`src/hdl/svr_pkg.sv`:
```
// Shared types, constants and the byte-wide CRC-32 step for the stored-record validator.
// No dependencies; every other file uses this package.
package svr_pkg;

    localparam int unsigned FW_W  = 16;
    localparam int unsigned IDX_W = 2;
    localparam int unsigned POS_W = 5;

    // Configuration register indexes
    localparam logic [IDX_W-1:0] CFG_FW_MAJOR = 2'd0;
    localparam logic [IDX_W-1:0] CFG_FW_MINOR = 2'd1;

    localparam logic [31:0] CRC_POLY     = 32'hEDB8_8320;
    localparam logic [31:0] CRC_ONES     = 32'hFFFF_FFFF;
    localparam logic [31:0] META_MAGIC   = 32'h3153_505A;
    localparam logic [31:0] ACTIVE_MAGIC = 32'h3141_505A;

    localparam logic [7:0] STATE_PREPARED  = 8'd1;
    localparam logic [7:0] STATE_COMMITTED = 8'd2;
    localparam logic [15:0] FORMAT_VERSION = 16'd1;

    // Covered prefix lengths and final byte positions
    localparam logic [POS_W-1:0] META_COVER  = 5'd28;
    localparam logic [POS_W-1:0] ACTIVE_COVER = 5'd12;
    localparam logic [POS_W-1:0] META_LAST   = 5'd31;
    localparam logic [POS_W-1:0] ACTIVE_LAST = 5'd15;

    // Word index within a record (byte position / 4)
    localparam logic [2:0] W_MAGIC = 3'd0;
    localparam logic [2:0] W_HDR   = 3'd1;
    localparam logic [2:0] W_GEN   = 3'd2;
    localparam logic [2:0] W_LEN   = 3'd3;
    localparam logic [2:0] W_ICRC  = 3'd4;
    localparam logic [2:0] W_FW    = 3'd5;
    localparam logic [2:0] W_RSV   = 3'd6;
    localparam logic [2:0] W_CRC   = 3'd7;

    typedef struct packed {
        logic       kind;
        logic [7:0] record_byte;
        logic       expected_slot;
        logic       accept_prepared;
    } t_beat;

    typedef struct packed {
        logic        valid_res;
        logic [31:0] generation;
        logic [31:0] program_length;
        logic [31:0] image_crc;
        logic        named_slot;
    } t_result;

    // Reflected CRC-32, one byte
    function automatic logic [31:0] crc_byte(input logic [31:0] crc, input logic [7:0] b);
        logic [31:0] c;
        c = crc ^ {24'd0, b};
        for (int k = 0; k < 8; k++) begin
            c = c[0] ? ((c >> 1) ^ CRC_POLY) : (c >> 1);
        end
        return c;
    endfunction

endpackage

```
`src/hdl/svr_if.sv`:
```
// Channel interfaces: record byte input, verdict output, configuration writes.
// Depends on svr_pkg for widths.
interface svr_in_if;
    logic       valid;
    logic       ready;
    logic       kind;
    logic [7:0] record_byte;
    logic       expected_slot;
    logic       accept_prepared;
    modport source (output valid, kind, record_byte, expected_slot, accept_prepared,
                    input ready);
    modport sink   (input valid, kind, record_byte, expected_slot, accept_prepared,
                    output ready);
endinterface

interface svr_out_if;
    logic        valid;
    logic        ready;
    logic        valid_res;
    logic [31:0] generation;
    logic [31:0] program_length;
    logic [31:0] image_crc;
    logic        named_slot;
    modport source (output valid, valid_res, generation, program_length, image_crc,
                    named_slot, input ready);
    modport sink   (input valid, valid_res, generation, program_length, image_crc,
                    named_slot, output ready);
endinterface

interface svr_cfg_if;
    logic                        valid;
    logic                        ready;
    logic [svr_pkg::IDX_W-1:0]   index;
    logic [svr_pkg::FW_W-1:0]    data;
    modport source (output valid, index, data, input ready);
    modport sink   (input valid, index, data, output ready);
endinterface

```
`src/hdl/svr_in_stage.sv`:
```
// Input register: holds one record byte beat until the core consumes it.
// Depends on svr_pkg and svr_in_if.
module svr_in_stage (
    input  logic            i_clk,
    input  logic            i_rst_n,
    svr_in_if.sink          i_in,
    input  logic            i_take,
    output logic            o_valid,
    output svr_pkg::t_beat  o_beat
);
    import svr_pkg::*;

    logic  r_valid;
    t_beat r_beat;
    logic  w_acc;

    assign i_in.ready = !r_valid || i_take;
    assign w_acc      = i_in.valid && i_in.ready;

    always_ff @(posedge i_clk) begin
        if (!i_rst_n) begin
            r_valid <= 1'b0;
        end else if (w_acc) begin
            r_valid <= 1'b1;
        end else if (i_take) begin
            r_valid <= 1'b0;
        end
    end

    always_ff @(posedge i_clk) begin
        if (w_acc) begin
            r_beat.kind            <= i_in.kind;
            r_beat.record_byte     <= i_in.record_byte;
            r_beat.expected_slot   <= i_in.expected_slot;
            r_beat.accept_prepared <= i_in.accept_prepared;
        end
    end

    assign o_valid = r_valid;
    assign o_beat  = r_beat;
endmodule

```
`src/hdl/svr_core.sv`:
```
// Record state: byte position, running CRC, word assembly, field checks and captures.
// Depends on svr_pkg.
module svr_core (
    input  logic                    i_clk,
    input  logic                    i_rst_n,
    input  logic                    i_beat_valid,
    input  svr_pkg::t_beat          i_beat,
    input  logic [svr_pkg::FW_W-1:0] i_fw_major,
    input  logic [svr_pkg::FW_W-1:0] i_fw_minor,
    input  logic                    i_out_free,
    output logic                    o_take,
    output logic                    o_res_valid,
    output svr_pkg::t_result        o_res
);
    import svr_pkg::*;

    logic [POS_W-1:0] r_pos;
    logic [31:0]      r_crc;
    logic             r_kind, r_slot_wanted, r_prep_ok, r_checks;
    logic [31:0]      r_shift, r_gen, r_len, r_icrc;
    logic             r_cslot;

    logic             w_first, w_kind, w_slot, w_prep, w_last, w_ok;
    logic [POS_W-1:0] w_cover;
    logic [31:0]      n_crc, n_shift, w_crc_fin;
    logic [7:0]       w_state;
    logic             w_cap_gen, w_cap_len, w_cap_icrc, w_cap_slot, w_checks;

    assign w_first   = (r_pos == '0);
    assign w_kind    = w_first ? i_beat.kind            : r_kind;
    assign w_slot    = w_first ? i_beat.expected_slot   : r_slot_wanted;
    assign w_prep    = w_first ? i_beat.accept_prepared : r_prep_ok;
    assign w_cover   = w_kind ? ACTIVE_COVER : META_COVER;
    assign w_last    = (r_pos == (w_kind ? ACTIVE_LAST : META_LAST));
    assign n_crc     = (r_pos < w_cover) ? crc_byte(r_crc, i_beat.record_byte) : r_crc;
    assign n_shift   = {i_beat.record_byte, r_shift[31:8]};
    assign w_crc_fin = n_crc ^ CRC_ONES;
    assign w_state   = n_shift[31:24];

    // Word check on the fourth byte of each little-endian word
    always_comb begin
        w_ok       = 1'b1;
        w_cap_gen  = 1'b0;
        w_cap_len  = 1'b0;
        w_cap_icrc = 1'b0;
        w_cap_slot = 1'b0;
        if (r_pos[1:0] == 2'd3) begin
            if (w_kind) begin
                case (r_pos[4:2])
                    W_MAGIC: w_ok = (n_shift == ACTIVE_MAGIC);
                    W_HDR: begin
                        w_cap_slot = 1'b1;
                        w_ok = (n_shift[15:0] == FORMAT_VERSION) &&
                               (n_shift[23:17] == 7'd0) && (n_shift[31:24] == 8'd0);
                    end
                    W_GEN: begin
                        w_cap_gen = 1'b1;
                        w_ok = (n_shift != 32'd0);
                    end
                    default: w_ok = (n_shift == w_crc_fin);
                endcase
            end else begin
                case (r_pos[4:2])
                    W_MAGIC: w_ok = (n_shift == META_MAGIC);
                    W_HDR: begin
                        w_ok = (n_shift[15:0] == FORMAT_VERSION) &&
                               (n_shift[23:16] == {7'd0, w_slot}) &&
                               ((w_state == STATE_COMMITTED) ||
                                (w_prep && (w_state == STATE_PREPARED)));
                    end
                    W_GEN: begin
                        w_cap_gen = 1'b1;
                        w_ok = (n_shift != 32'd0);
                    end
                    W_LEN: begin
                        w_cap_len = 1'b1;
                        w_ok = (n_shift != 32'd0);
                    end
                    W_ICRC: w_cap_icrc = 1'b1;
                    W_FW: w_ok = (n_shift[15:0] == i_fw_major) &&
                                 (n_shift[31:16] == i_fw_minor);
                    W_RSV: w_ok = (n_shift == 32'd0);
                    default: w_ok = (n_shift == w_crc_fin);
                endcase
            end
        end
    end

    assign w_checks    = r_checks && w_ok;
    assign o_take      = i_beat_valid && (!w_last || i_out_free);
    assign o_res_valid = o_take && w_last;

    // Captures happen before the final byte, so the registered copies are current here
    always_comb begin
        o_res.valid_res      = w_checks;
        o_res.generation     = w_checks ? r_gen : 32'd0;
        o_res.program_length = (w_checks && !w_kind) ? r_len : 32'd0;
        o_res.image_crc      = (w_checks && !w_kind) ? r_icrc : 32'd0;
        o_res.named_slot     = w_kind ? r_cslot : w_slot;
    end

    always_ff @(posedge i_clk) begin
        if (!i_rst_n) begin
            r_pos         <= '0;
            r_crc         <= CRC_ONES;
            r_checks      <= 1'b1;
            r_kind        <= 1'b0;
            r_slot_wanted <= 1'b0;
            r_prep_ok     <= 1'b0;
        end else if (o_take) begin
            r_kind        <= w_kind;
            r_slot_wanted <= w_slot;
            r_prep_ok     <= w_prep;
            if (w_last) begin
                r_pos    <= '0;
                r_crc    <= CRC_ONES;
                r_checks <= 1'b1;
            end else begin
                r_pos    <= r_pos + POS_W'(1);
                r_crc    <= n_crc;
                r_checks <= w_checks;
            end
        end
    end

    always_ff @(posedge i_clk) begin
        if (o_take) begin
            r_shift <= n_shift;
            if (w_cap_gen) begin
                r_gen <= n_shift;
            end
            if (w_cap_len) begin
                r_len <= n_shift;
            end
            if (w_cap_icrc) begin
                r_icrc <= n_shift;
            end
            if (w_cap_slot) begin
                r_cslot <= n_shift[16];
            end
        end
    end
endmodule

```
`src/hdl/svr_out_stage.sv`:
```
// Result register: holds one verdict until the sink takes it.
// Depends on svr_pkg and svr_out_if.
module svr_out_stage (
    input  logic              i_clk,
    input  logic              i_rst_n,
    input  logic              i_load,
    input  svr_pkg::t_result  i_res,
    output logic              o_free,
    svr_out_if.source         o_out
);
    import svr_pkg::*;

    logic    r_valid;
    t_result r_res;

    assign o_free = !r_valid || o_out.ready;

    always_ff @(posedge i_clk) begin
        if (!i_rst_n) begin
            r_valid <= 1'b0;
        end else if (i_load) begin
            r_valid <= 1'b1;
        end else if (o_out.ready) begin
            r_valid <= 1'b0;
        end
    end

    always_ff @(posedge i_clk) begin
        if (i_load) begin
            r_res <= i_res;
        end
    end

    assign o_out.valid          = r_valid;
    assign o_out.valid_res      = r_res.valid_res;
    assign o_out.generation     = r_res.generation;
    assign o_out.program_length = r_res.program_length;
    assign o_out.image_crc      = r_res.image_crc;
    assign o_out.named_slot     = r_res.named_slot;
endmodule

```
`src/hdl/store_record_validator_top.sv`:
```
// Top level of the stored-record validator: input register, record core, result register,
// firmware version registers. Depends on svr_pkg, svr_if, svr_in_stage, svr_core, svr_out_stage.
//
//  channel  dir  handshake        payload
//  i_in     in   valid / ready    kind, record_byte, expected_slot, accept_prepared
//  o_out    out  valid / ready    valid_res, generation, program_length, image_crc, named_slot
//  i_cfg    in   valid / ready    index (0 fw major, 1 fw minor), data[15:0]
//
// One byte beat per cycle unless stalled; a beat is held in the input register, and the
// CRC step plus word check run in the cycle it leaves it; the verdict is loaded into the
// result register as the record's last byte beat leaves. Reset (i_rst_n low at a clock edge) clears both stages and
// starts a new record; firmware registers return to zero. The input stalls only when the last
// byte of a record meets a result register that is still full and not being taken.
// Config writes are always ready and take effect on the next cycle.
module store_record_validator_top (
    input  logic    i_clk,
    input  logic    i_rst_n,
    svr_in_if.sink  i_in,
    svr_out_if.source o_out,
    svr_cfg_if.sink i_cfg
);
    import svr_pkg::*;

    logic            w_beat_valid;
    t_beat           w_beat;
    logic            w_take;
    logic            w_out_free;
    logic            w_res_valid;
    t_result         w_res;
    logic [FW_W-1:0] r_fw_major, r_fw_minor;

    // Firmware version registers; writes to unused indexes fall through
    assign i_cfg.ready = 1'b1;

    always_ff @(posedge i_clk) begin
        if (!i_rst_n) begin
            r_fw_major <= '0;
            r_fw_minor <= '0;
        end else if (i_cfg.valid) begin
            case (i_cfg.index)
                CFG_FW_MAJOR: r_fw_major <= i_cfg.data;
                CFG_FW_MINOR: r_fw_minor <= i_cfg.data;
                default: ;
            endcase
        end
    end

    svr_in_stage u_in (
        .i_clk   (i_clk),
        .i_rst_n (i_rst_n),
        .i_in    (i_in),
        .i_take  (w_take),
        .o_valid (w_beat_valid),
        .o_beat  (w_beat)
    );

    svr_core u_core (
        .i_clk        (i_clk),
        .i_rst_n      (i_rst_n),
        .i_beat_valid (w_beat_valid),
        .i_beat       (w_beat),
        .i_fw_major   (r_fw_major),
        .i_fw_minor   (r_fw_minor),
        .i_out_free   (w_out_free),
        .o_take       (w_take),
        .o_res_valid  (w_res_valid),
        .o_res        (w_res)
    );

    svr_out_stage u_out (
        .i_clk   (i_clk),
        .i_rst_n (i_rst_n),
        .i_load  (w_res_valid),
        .i_res   (w_res),
        .o_free  (w_out_free),
        .o_out   (o_out)
    );

    // A verdict never overwrites one that is still waiting
    a_load_free: assert property (@(posedge i_clk) disable iff (!i_rst_n)
        w_res_valid |-> w_out_free)
        else $error("verdict loaded into a full result register");

    // The core consumes only a held beat
    a_take_valid: assert property (@(posedge i_clk) disable iff (!i_rst_n)
        w_take |-> w_beat_valid)
        else $error("core consumed an empty input register");

    // A failed record reports no captured words
    a_fail_zero: assert property (@(posedge i_clk) disable iff (!i_rst_n)
        (w_res_valid && !w_res.valid_res) |->
        (w_res.generation == 32'd0 && w_res.program_length == 32'd0 &&
         w_res.image_crc == 32'd0))
        else $error("failed verdict carries nonzero fields");

    // A loaded verdict is shown on the next cycle
    a_load_shown: assert property (@(posedge i_clk) disable iff (!i_rst_n)
        w_res_valid |=> o_out.valid)
        else $error("loaded verdict not presented");
endmodule
```
`src/flat_wrapper.sv`:
```
// flat-port wrapper written by rule: the top's interface ports become plain ports
module store_record_validator_top_flat import svr_pkg::*;
  (i_clk, i_rst_n, i_in_valid, i_in_kind, i_in_record_byte, i_in_expected_slot, i_in_accept_prepared, i_in_ready, o_out_valid, o_out_valid_res, o_out_generation, o_out_program_length, o_out_image_crc, o_out_named_slot, o_out_ready, i_cfg_valid, i_cfg_index, i_cfg_data, i_cfg_ready);
  svr_in_if i_in_i ();
  svr_out_if o_out_i ();
  svr_cfg_if i_cfg_i ();
  input  logic i_clk;
  input  logic i_rst_n;
  input wire logic [$bits(i_in_i.valid)-1:0] i_in_valid;
  input wire logic [$bits(i_in_i.kind)-1:0] i_in_kind;
  input wire logic [$bits(i_in_i.record_byte)-1:0] i_in_record_byte;
  input wire logic [$bits(i_in_i.expected_slot)-1:0] i_in_expected_slot;
  input wire logic [$bits(i_in_i.accept_prepared)-1:0] i_in_accept_prepared;
  output wire logic [$bits(i_in_i.ready)-1:0] i_in_ready;
  output wire logic [$bits(o_out_i.valid)-1:0] o_out_valid;
  output wire logic [$bits(o_out_i.valid_res)-1:0] o_out_valid_res;
  output wire logic [$bits(o_out_i.generation)-1:0] o_out_generation;
  output wire logic [$bits(o_out_i.program_length)-1:0] o_out_program_length;
  output wire logic [$bits(o_out_i.image_crc)-1:0] o_out_image_crc;
  output wire logic [$bits(o_out_i.named_slot)-1:0] o_out_named_slot;
  input wire logic [$bits(o_out_i.ready)-1:0] o_out_ready;
  input wire logic [$bits(i_cfg_i.valid)-1:0] i_cfg_valid;
  input wire logic [$bits(i_cfg_i.index)-1:0] i_cfg_index;
  input wire logic [$bits(i_cfg_i.data)-1:0] i_cfg_data;
  output wire logic [$bits(i_cfg_i.ready)-1:0] i_cfg_ready;
  assign i_in_i.valid = i_in_valid;
  assign i_in_i.kind = i_in_kind;
  assign i_in_i.record_byte = i_in_record_byte;
  assign i_in_i.expected_slot = i_in_expected_slot;
  assign i_in_i.accept_prepared = i_in_accept_prepared;
  assign i_in_ready = i_in_i.ready;
  assign o_out_valid = o_out_i.valid;
  assign o_out_valid_res = o_out_i.valid_res;
  assign o_out_generation = o_out_i.generation;
  assign o_out_program_length = o_out_i.program_length;
  assign o_out_image_crc = o_out_i.image_crc;
  assign o_out_named_slot = o_out_i.named_slot;
  assign o_out_i.ready = o_out_ready;
  assign i_cfg_i.valid = i_cfg_valid;
  assign i_cfg_i.index = i_cfg_index;
  assign i_cfg_i.data = i_cfg_data;
  assign i_cfg_ready = i_cfg_i.ready;
  store_record_validator_top u_core (.i_clk(i_clk), .i_rst_n(i_rst_n), .i_in(i_in_i), .o_out(o_out_i), .i_cfg(i_cfg_i));
endmodule
```
`config.mk`:
```
export PLATFORM = sky130hd
export DESIGN_NAME = store_record_validator_top_flat
export DESIGN_NICKNAME = d
export VERILOG_FILES = /design/src/hdl/svr_pkg.sv /design/src/hdl/svr_if.sv /design/src/hdl/svr_in_stage.sv /design/src/hdl/svr_core.sv /design/src/hdl/svr_out_stage.sv /design/src/hdl/store_record_validator_top.sv /design/src/flat_wrapper.sv
export SDC_FILE = /design/constraint.sdc
export NUM_CORES = 1
export LEC_CHECK = 0
export ABC_AREA = 1
export BUFFER_PORTS_ARGS = -buffer_cell sky130_fd_sc_hd__buf_2
export CORE_ASPECT_RATIO = 0.7
export CORE_UTILIZATION = 50
export CTS_CLUSTER_SIZE = 25
export DETAILED_ROUTE_END_ITERATION = 10
export GPL_TIMING_DRIVEN = 0
export PLACE_DENSITY = 0.68
export SYNTH_ARGS = -nofsm -noshare
export SYNTH_HDL_FRONTEND = slang
export SYNTH_SLANG_ARGS = --single-unit
```
`constraint.sdc`:
```
create_clock -name i_clk -period 12.3 [get_ports i_clk]
set_input_delay 3.075 -clock i_clk [delete_from_list [all_inputs] [get_ports i_clk]]
set_output_delay 3.075 -clock i_clk [all_outputs]
set_load 0.03 [all_outputs]
```
==> flow_summary_export.csv, run 1 <==
group,metric,value,unit
run_status,outcome,"finished, final reports clean",
hold_path,hp-class,"register to register",
synthesis,synth_area_leaders,"edfxtp_1 (50%), nand2_1 (12%), dfxtp_1 (11%)",
critical_path,critical_path_buf_inv_count,3,
cells_and_area,register_area,8410,um2
floorplanning,die_w,200,um
cells_and_area,drive_above_1_share,18.1,%
synthesis,syn_area_per_cell,9.21,um2
global_route,first_global_vias,9472,
cts,cts_buffers,29,
synthesis,ys_async_sr_fraction,0,%
global_route,grt_overflow,0,
critical_path,worstPathCellList,"buf_2, inv_1, nand4_1, buf_2",
global_route,antenna_found_initial,1,
critical_path,critical_path_class,"primary input to output pin",
critical_path,critPathTopFamily,"buffers and inverters",
critical_path,max_stage_delay,250,ps
timing,rsz0062_at_grt,"false",
synthesis,synth-seq-area-share,61.1,%
timing,maxSlewHeadroom,29.9,%
routing,drtAntennaViolNets,0,
floorplanning,coreArea,26900,um2
timing,tightest_slew,1040,ps
cts,h-tree-depth,1,
hold_path,hold_depth,2,
synthesis,syn-instance-count,1495,
floorplanning,start_util,51.2,%
placement,pre_cts_ws,5520,ps
critical_path,r2r_cells,17,
cts,clkSlewWorstSetupHoldPaths,70,ps
critical_path,start_kind,"primary input",
critical_path,crit_slowest_cell,"buf_2",
cells_and_area,area_growth,16.2,%
pwr,total_leakage_power,7.21,nW
synthesis,post-synth-top-count-cell,"nand2_1",
routing,drc_errors,0,
floorplanning,dieArea,28200,um2
pwr,pwr_density_cell,149,nW/um2
routing,num_vias,10800,
critical_path,cp_data_required_time,9220,ps
hold_path,whs_endpoint,"u_core.u_core.r_prep_ok",
routing,wl,39.7,mm
cts,hold_buffers,0,
placement,dpl_cell_area,15000,um2
routing,dr.pass1.iters,6,
hold_path,min_from,"u_core.u_core.r_prep_ok",
global_route,grt_max_degree,54,
placement,hpwl,29.1,mm
cts,ctsResizeCount,0,
global_route,grtUsageTotal,28.2,%
cts,cts_tree,"done",
synthesis,ys_ff_latch,305,
routing,avgViaCountPerCell,5.25,
cts,cts_sinks,305,
timing,fmax,147,MHz
timing,post-route-period-util,55.3,%
critical_path,crit_fanout,3,
timing,clock_skew,18.0,ps
critical_path,crit_start,"o_out_ready",
synthesis,syn-num-nets,1532,
timing,layout_setup_ws,5490,ps
floorplanning,rows,50,
synthesis,synth_top_cell_by_area,"edfxtp_1",
timing,fin_crit,6810,ps
critical_path,regToRegSetupSlack,7210,ps
pwr,ir_drop,0.000104,V
run,cap_violations,0,
critical_path,r2r_start,"u_core.u_core.r_pos[2]",
synthesis,ys_types,39,
cells_and_area,final_nets,1708,
placement,port_buffers,132,
floorplanning,die_y,141,um
global_route,grt_pass1_wl,58.4,mm
synthesis,synth_commonest_cells,"nand2_1 (434), edfxtp_1 (230), inv_1 (193)",
critical_path,end_kind,"output pin",
synthesis,synth_top_area_share,50.2,%
critical_path,r2r-end,"u_core.u_core.r_crc[27]",
cells_and_area,design_area,16000,um2
synthesis,synth-edff-count,230,
cts,insertion_delay,580,ps
timing,setup_viol,0,
placement,gp_congestion,0.978,
cells_and_area,multi_input_area,4350,um2
timing,fin_setup_tns,0,ps
floorplanning,io_pins,135,
cts,postCtsSetupBuffers,0,
cts,cts_buffer_depth,3,
routing,first_iter_violations,1083,
cts,clock-root-buffer,"clkbuf_16",
timing,hold_violations,0,
synthesis,netlist_area,13800,um2
timing,slew_viol_final,0,
routing,wl_per_cell,19.3,um
synthesis,synth-warning-count,0,
critical_path,cp.arrival,3730,ps
synthesis,ys.flop_type,"edfxtp_1",
cells_and_area,fillerInstances,2351,
critical_path,cpMostUsedCell,"buf_2",
[through the flow]
step / total power [W] / cells / hold slack, ps / util [%]
3_5_place_dp: 0.00148 / 2004 / 477 / 55.8
5_1_grt: 0.00248 / 2058 / 522 / 59.5
3_3_place_gp: 0.00148 / 1991 / 474 / 55.3
2_1_floorplan: 0.00138 / 1495 / 439 / -
6_report: 0.00239 / 2059 / 495 / 59.5
4_1_cts: 0.00239 / 2058 / 486 / 59.5
[registers in the layout (all words and copies together) (netlist names), 5 cells and up]
name	flops
u_core.r_fw_major	16
u_core.r_fw_minor	16
u_core.u_core.r_crc	32
u_core.u_core.r_gen	32
u_core.u_core.r_icrc	32
u_core.u_core.r_len	32
u_core.u_core.r_pos	5
u_core.u_core.r_shift	24
u_core.u_in.o_beat	11
u_core.u_out.o_out.generation	32
u_core.u_out.o_out.image_crc	32
u_core.u_out.o_out.program_length	32
[kinds of logic after synthesis]
family / after synthesis / share of synthesized area [%]
buf+inv: 247 / 7.46
other cells: 1 / 0.0272
mux: 1 / 0.0727
flops: 305 / 61.1
xor+xnor: 28 / 1.78
fa+ha+maj: 3 / 0.273
compound gates: 121 / 4.70
simple gates: 789 / 24.6
[worst max-delay path by stage]
| stage | end | slack [ps] | cells past startpoint |
|---|---|---|---|
| floorplan | u_core.u_core.r_gen[0] | 5150 | 6 |
| global placement | u_core.u_core.r_icrc[27] | 2720 | 7 |
| detailed placement | i_in_ready | 5520 | 4 |
| CTS | i_in_ready | 5520 | 4 |
| global route | i_in_ready | 5430 | 4 |
| finish | i_in_ready | 5490 | 4 |
[placed cells by master, fill, tap and decap left out, drive strengths merged, types with 2 or more instances in the layout]
cell / Yosys / routed
nand3b: 6 / 6
edfxtp: 230 / 230
bufinv: 0 / 3
o211ai: 11 / 11
nor2: 200 / 200
or2: 2 / 2
dfxtp: 75 / 75
a211oi: 2 / 2
clkinvlp: 0 / 2
clkinv: 1 / 14
a21oi: 34 / 34
clkbuf: 18 / 52
nand2: 449 / 449
o22ai: 2 / 2
nand4: 11 / 11
inv: 203 / 205
nor3: 6 / 6
ha: 3 / 3
buf: 25 / 170
nor4: 13 / 13
xnor2: 5 / 5
xor2: 23 / 23
nand3: 99 / 99
o21ai: 70 / 70
[metal layers]
layer,up-vias,GRT usage (%),routed length (um)
li1,5191,-,-
met1,5029,43.7,18400
met2,528,38.9,15800
met3,72,7.37,4540
met4,0,6.99,999
met5,-,0,0
[power by group]
part | switching [W] | internal (W)
clock | 0.000400 | 0.000517
combinational | 0.000232 | 0.0000944
sequential | 0.0000259 | 0.00112
[final cells by class]
| cell class | count | area share (%) |
|---|---|---|
| Sequential cell | 305 | 52.6 |
| Tap cell | 364 | 2.85 |
| Clock buffer | 34 | 4.84 |
| Clock inverter | 20 | 1.27 |
| Buffer | 43 | 1.63 |
| Timing Repair Buffer | 145 | 4.86 |
| Multi-Input combinational cell | 943 | 27.2 |
| Inverter | 204 | 4.82 |
| Antenna cell | 1 | 0.0156 |
[worst reg2reg max path, stage by stage (launching register included)]
cell and delay [ps]:
dfxtp_1 300, buf_4 160, nor2_1 100, inv_1 60, nor2_1 270, nand2_1 200, o21ai_1 550, ha_1 260
nand3_1 120, nor2_1 270, inv_1 130, o21ai_1 780, inv_1 200, nand2_1 210, nand2_1 210, inv_1 240
clkbuf_1 650, o211ai_1 220
Note: power is estimated with default switching activity, not from simulation.
==> inputs of run 2 (changes only) <==
ABC_AREA = 0   (was 1)
PLACE_DENSITY = 0.71   (was 0.68)
clock period = 5.7 ns   (was 12.3 ns; I/O delays follow)
==> run 2 against run 1 <==
  * Via count shrank 15%
  * Sequential cell count is the same
  * Clock skew is essentially flat
==> flow_summary_export.csv, run 2 <==
group,metric,value,unit
floorplanning,start_util,51.0,%
critical_path,crit_fanout,10,
synthesis,synth_top_cell_by_area,"edfxtp_1",
synthesis,netlist_area,13700,um2
placement,hpwl,24.8,mm
routing,num_vias,9213,
synthesis,ys_ff_latch,305,
timing,layout_setup_ws,198,ps
placement,port_buffers,133,
global_route,grtUsageTotal,25.3,%
critical_path,worstPathCellList,"clkbuf_1, nor4b_4, mux2i_2, inv_1, ha_1, a31oi_1, buf_1, mux2i_1, xor2_1, nor4_1, nand4_1, nor4_4, a21oi_4, buf_2, nor3b_1",
synthesis,post-synth-top-count-cell,"edfxtp_1",
routing,drc_errors,0,
global_route,grt_overflow,0,
timing,fin_crit,5500,ps
routing,first_iter_violations,1138,
synthesis,syn-num-nets,1116,
pwr,total_leakage_power,6.08,nW
cts,cts_buffer_depth,3,
synthesis,ys.flop_type,"edfxtp_1",
global_route,grt_max_degree,79,
timing,fin_setup_tns,0,ps
routing,drtAntennaViolNets,0,
placement,dpl_cell_area,15000,um2
pwr,power,0.00555,W
timing,tightest_slew,1090,ps
cells_and_area,final_cell_mix,"edfxtp_1 (230), nand2_1 (196), buf_2 (145), dfxtp_1 (75), xor2_1 (54)",
pwr,pwr_density_cell,349,nW/um2
timing,hold_slack,470,ps
cts,h-tree-depth,1,
synthesis,syn-instance-count,1079,
floorplanning,io_pins,135,
timing,setup_viol,0,
placement,pre_cts_ws,-63.2,ps
synthesis,synth_commonest_cells,"edfxtp_1 (230), nand2_1 (196), dfxtp_1 (75)",
timing,rsz0062_at_grt,"false",
timing,post-route-period-util,96.5,%
critical_path,end_kind,"register",
critical_path,r2r_cells,15,
synthesis,synth-edff-count,230,
synthesis,synth_top_area_share,50.4,%
timing,maxSlewHeadroom,26.5,%
synthesis,synth-seq-area-share,61.4,%
cells_and_area,drive_above_1_share,20.3,%
routing,dr.pass1.iters,5,
pwr,ir_drop,0.000223,V
placement,gp_congestion,0.966,
cts,hold_buffers,0,
critical_path,cp.arrival,5840,ps
hold_path,hp-class,"register to register",
floorplanning,die_w,200,um
run_status,outcome,"finished, final reports clean",
floorplanning,die_y,140,um
floorplanning,coreArea,26800,um2
synthesis,ys_types,63,
cts,cts_tree,"done",
synthesis,syn_area_per_cell,12.7,um2
timing,slew_viol_final,0,
cells_and_area,mostFrequentLayoutCell,"edfxtp_1",
global_route,first_global_vias,8529,
timing,fmax,182,MHz
cts,cts_buffers,28,
routing,wl,35.2,mm
global_route,grt_pass1_wl,52.4,mm
cells_and_area,final_nets,1285,
hold_path,hold_depth,2,
critical_path,max_stage_delay,610,ps
floorplanning,dieArea,28100,um2
critical_path,critical_path_class,"register to register",
cts,insertion_delay,550,ps
synthesis,ys_async_sr_fraction,0,%
critical_path,start_kind,"register",
timing,hold_violations,0,
synthesis,synth_area_leaders,"edfxtp_1 (50%), dfxtp_1 (11%), nand2_1 (5.4%)",
critical_path,crit_slowest_cell,"mux2i_2",
cts,clkSlewWorstSetupHoldPaths,70,ps
timing,clock_skew,17.7,ps
routing,wl_per_cell,21.5,um
critical_path,cp_data_required_time,6030,ps
routing,avgViaCountPerCell,5.64,
cells_and_area,design_area,15900,um2
floorplanning,rows,50,
run,cap_violations,0,
global_route,antenna_found_initial,0,
cts,cts_sinks,305,
cells_and_area,area_growth,16.3,%
cts,clock-root-buffer,"clkbuf_16",
synthesis,synth-warning-count,0,
[run 2: changes by cell type after synthesis, sizes merged, moves of 30 or more]
cell | before | now
a21boi | 0 | 36
clkbuf | 18 | 48
inv | 203 | 9
nand2 | 449 | 196
nand3 | 99 | 24
nor2 | 200 | 23
nor3 | 6 | 72
nor3b | 0 | 33
o21ai | 70 | 20
xnor2 | 5 | 61
xor2 | 23 | 54
[run 2: logic make-up (layout without fill, tap and decap cells)]
group / count (synthesis) / in the layout / share of synthesized area, %
other: 1 / 3 / 0.0274
multiplexers: 12 / 12 / 0.905
adder cells (fa/ha/maj): 3 / 3 / 0.274
buffers and inverters: 80 / 269 / 2.55
flip-flops: 305 / 305 / 61.4
AO/OA/AOI/OAI: 125 / 125 / 6.49
AND/OR/NAND/NOR: 414 / 414 / 15.9
XOR/XNOR: 139 / 139 / 12.5
[run 2: repair_timing]
item	in CTS	in global routing
buffers inserted	0	1
endpoints found under the setup margin	17	134
pin swaps	0	1
resized for setup	1	1
[run 2: worst paths after layout]
kind | startpoint | end | slack, ps
worst min-delay path | u_core.u_core.r_slot_wanted | u_core.u_core.r_slot_wanted | 470
worst max-delay path | u_core.u_core.r_pos[3] | u_core.u_out.o_out.generation[16] | 200
worst min register to register | u_core.u_core.r_slot_wanted | u_core.u_core.r_slot_wanted | 470
worst max register to register | u_core.u_core.r_pos[3] | u_core.u_out.o_out.generation[16] | 200
[run 2: routing by layer]
| layer | vias to the layer above | global-route usage, % | wire (um) |
|---|---|---|---|
| met2 | 475 | 35.5 | 14600 |
| met5 | - | 0 | 0 |
| met3 | 59 | 5.51 | 3740 |
| met4 | 0 | 5.54 | 728 |
| li1 | 4226 | - | - |
| met1 | 4453 | 39.8 | 16100 |
[run 2: final cells by class]
cell class | count | area (um2)
sequential | 305 | 8410
inverter | 9 | 36.3
clock buffer | 34 | 733
antenna | 2 | 5.00
tap | 364 | 455
timing repair buffer | 139 | 786
multi-input combinational | 694 | 4980
fill | 2094 | 10900
clock inverter | 16 | 198
buffer | 71 | 317
[run 2: per-stage QoR]
step / cells / util [%]
after global routing: 1632 / 59.3
after detailed placement: 1581 / 55.8
final: 1634 / 59.3
after global placement: 1576 / 55.3
after floorplan: 1079 / -
after CTS: 1631 / 59.2
[run 2: power breakdown]
| part | switching, W | internal [W] |
|---|---|---|
| logic | 0.000632 | 0.000519 |
| registers | 0.0000665 | 0.00242 |
| clock network | 0.000810 | 0.00110 |
[run 2: worst max-delay path, delay by kind of cell, from the launching register on]
| kind | cells | cell delay [ps] |
|---|---|---|
| buffers and inverters | 4 | 1210 |
| and+or+nand+nor | 5 | 1890 |
| xor gates and xnor gates | 1 | 100 |
| AOI/OAI and AO/OA | 2 | 450 |
| DFF | 1 | 310 |
| adders and majority gates | 1 | 370 |
| muxes | 2 | 940 |
==> inputs of run 3 (changes only) <==
CORE_UTILIZATION = 35   (was 50)
PLACE_DENSITY = 0.53   (was 0.71)
==> run 3 against run 2 <==
  * Register-to-register slack improved by 210 ps
  * Global-route usage fell by 6.3 points
  * Clock skew is 6.1 ps lower
  * Sequential cell count unchanged
  * Largest power group unchanged
==> flow_summary_export.csv, run 3 (synthesis gave the netlist of run 2 again) <==
group,metric,value,unit
run_status,outcome,"finished, final reports clean",
routing,dr.pass1.iters,7,
cells_and_area,drive_above_1_share,20.3,%
global_route,grt_pass1_wl,55.8,mm
routing,met3_length,2.79,mm
pwr,total_leakage_power,6.08,nW
timing,tightest_slew,986,ps
critical_path,crit_fanout,10,
routing,dr_wl_met2,16.5,mm
routing,wl_met1,18.2,mm
routing,drc_errors,0,
placement,port_buffers,133,
timing,post-route-period-util,92.9,%
cts,cts_buffer_depth,3,
floorplanning,dieArea,39900,um2
global_route,antenna_found_initial,0,
routing,wl_per_cell,21.2,um
routing,avgViaCountPerCell,5.07,
global_route,grtUsageTotal,19.0,%
placement,hpwl,26.9,mm
cells_and_area,fin_util,41.8,%
routing,wl,38.2,mm
routing,num_vias,9137,
pwr,pwr_density_cell,342,nW/um2
routing,first_iter_violations,959,
cts,hold_buffers,0,
floorplanning,coreArea,38500,um2
placement,dpl.cell_count,1745,
hold_path,hold_depth,2,
cells_and_area,design_area,16100,um2
floorplanning,die_y,167,um
routing,top_layer,"met4",
global_route,first_global_vias,8571,
cells_and_area,register_area,8410,um2
floorplanning,io_pins,135,
cells_and_area,multi_input_area,4980,um2
timing,clock_skew,11.6,ps
timing,slew_viol_final,0,
cells_and_area,stdcell_count,1802,
cts,cts_tree,"done",
critical_path,r2r_cells,15,
hold_path,hp-class,"register to register",
floorplanning,rows,60,
critical_path,critical_path_class,"register to register",
global_route,grt_max_degree,74,
routing,drtAntennaViolNets,0,
global_route,grt_overflow,0,
cts,clock-root-buffer,"clkbuf_16",
cts,h-tree-depth,1,
critical_path,cp.arrival,5620,ps
cells_and_area,fillerInstances,3677,
timing,hold_violations,0,
critical_path,r2r_start,"u_core.u_core.r_pos[3]",
cells_and_area,area_growth,17.6,%
floorplanning,die_w,238,um
cells_and_area,final_nets,1288,
critical_path,cp_data_required_time,6030,ps
timing,rsz0062_at_grt,"false",
cts,cts_buffers,30,
cts,clkSlewWorstSetupHoldPaths,60,ps
hold_path,min_from,"u_core.r_fw_major[10]",
placement,pre_cts_ws,-3.55,ps
timing,maxSlewHeadroom,33.8,%
cells_and_area,mostFrequentLayoutCell,"edfxtp_1",
critical_path,start_kind,"register",
cells_and_area,final_cell_mix,"edfxtp_1 (230), nand2_1 (196), buf_2 (145), dfxtp_1 (75), xor2_1 (54)",
cts,cts_sinks,305,
placement,gp_congestion,0.930,
floorplanning,start_util,35.6,%
critical_path,end_kind,"register",
pwr,ir_drop,0.000220,V
placement,dpl_cell_area,15200,um2
timing,setup_viol,0,
timing,hold_slack,477,ps
timing,fin_crit,5300,ps
critical_path,crit_start,"u_core.u_core.r_pos[3]",
run,cap_violations,0,
timing,layout_setup_ws,404,ps
timing,fmax,189,MHz
cts,insertion_delay,580,ps
-- run 3: critical path, cell delays in order (launching register included) --
cell and delay [ps]:
dfxtp_1 310, clkbuf_1 290, nor4b_4 520, mux2i_2 580, inv_1 140, ha_1 370
a31oi_1 260, clkbuf_1 490, buf_1 470, nor2_1 80, a21oi_1 160, o2111ai_1 220
nor4_4 390, a21oi_4 180, buf_6 200, nor3b_1 380
-- run 3: cell type report --
class                      count  area share (%)
buffer                        71            1.97
timing repair buffer         140            4.93
inverter                       9           0.225
clock buffer                  34            4.76
tap                          527            4.10
multi-input combinational    694            30.9
antenna                        1          0.0155
sequential                   305            52.2
clock inverter                21           0.847
-- run 3: stage by stage --
| step | TNS (ps) | power, W |
|---|---|---|
| 2_1_floorplan | 0 | 0.00338 |
| 3_3_place_gp | -254040 | 0.00367 |
| 3_5_place_dp | -44.1 | 0.00367 |
| 4_1_cts | 0 | 0.00553 |
| 5_1_grt | 0 | 0.00572 |
| 6_report | 0 | 0.00551 |
-- run 3: layer usage --
metal | global-route usage [%] | up-vias
li1 | - | 4238
met1 | 28.9 | 4506
met2 | 27.6 | 345
met3 | 4.02 | 48
met4 | 4.07 | 0
met5 | 0 | -
-- run 3: worst paths after layout --
check,endpoint,slack (ps)
worst max-delay path,u_core.u_out.o_out.generation[31],400
worst min-delay path,u_core.r_fw_major[10],480
worst max register to register,u_core.u_out.o_out.generation[31],400
worst min register to register,u_core.r_fw_major[10],480
-- run 3: report_power, final --
part	internal [W]	total [W]	leakage, nW	switching (W)
Sequential	0.00242	0.00249	2.70	0.0000687
Clock	0.00101	0.00186	0.431	0.000856
Combinational	0.000519	0.00115	2.94	0.000636
Total	0.00395	0.00551	6.08	0.00156
-- run 3: timing repair --
action,4_1_cts,5_1_grt
gates resized for setup,1,2
gates cloned,0,0
setup endpoints to repair,16,119
pin swaps,1,1
setup buffers,0,1
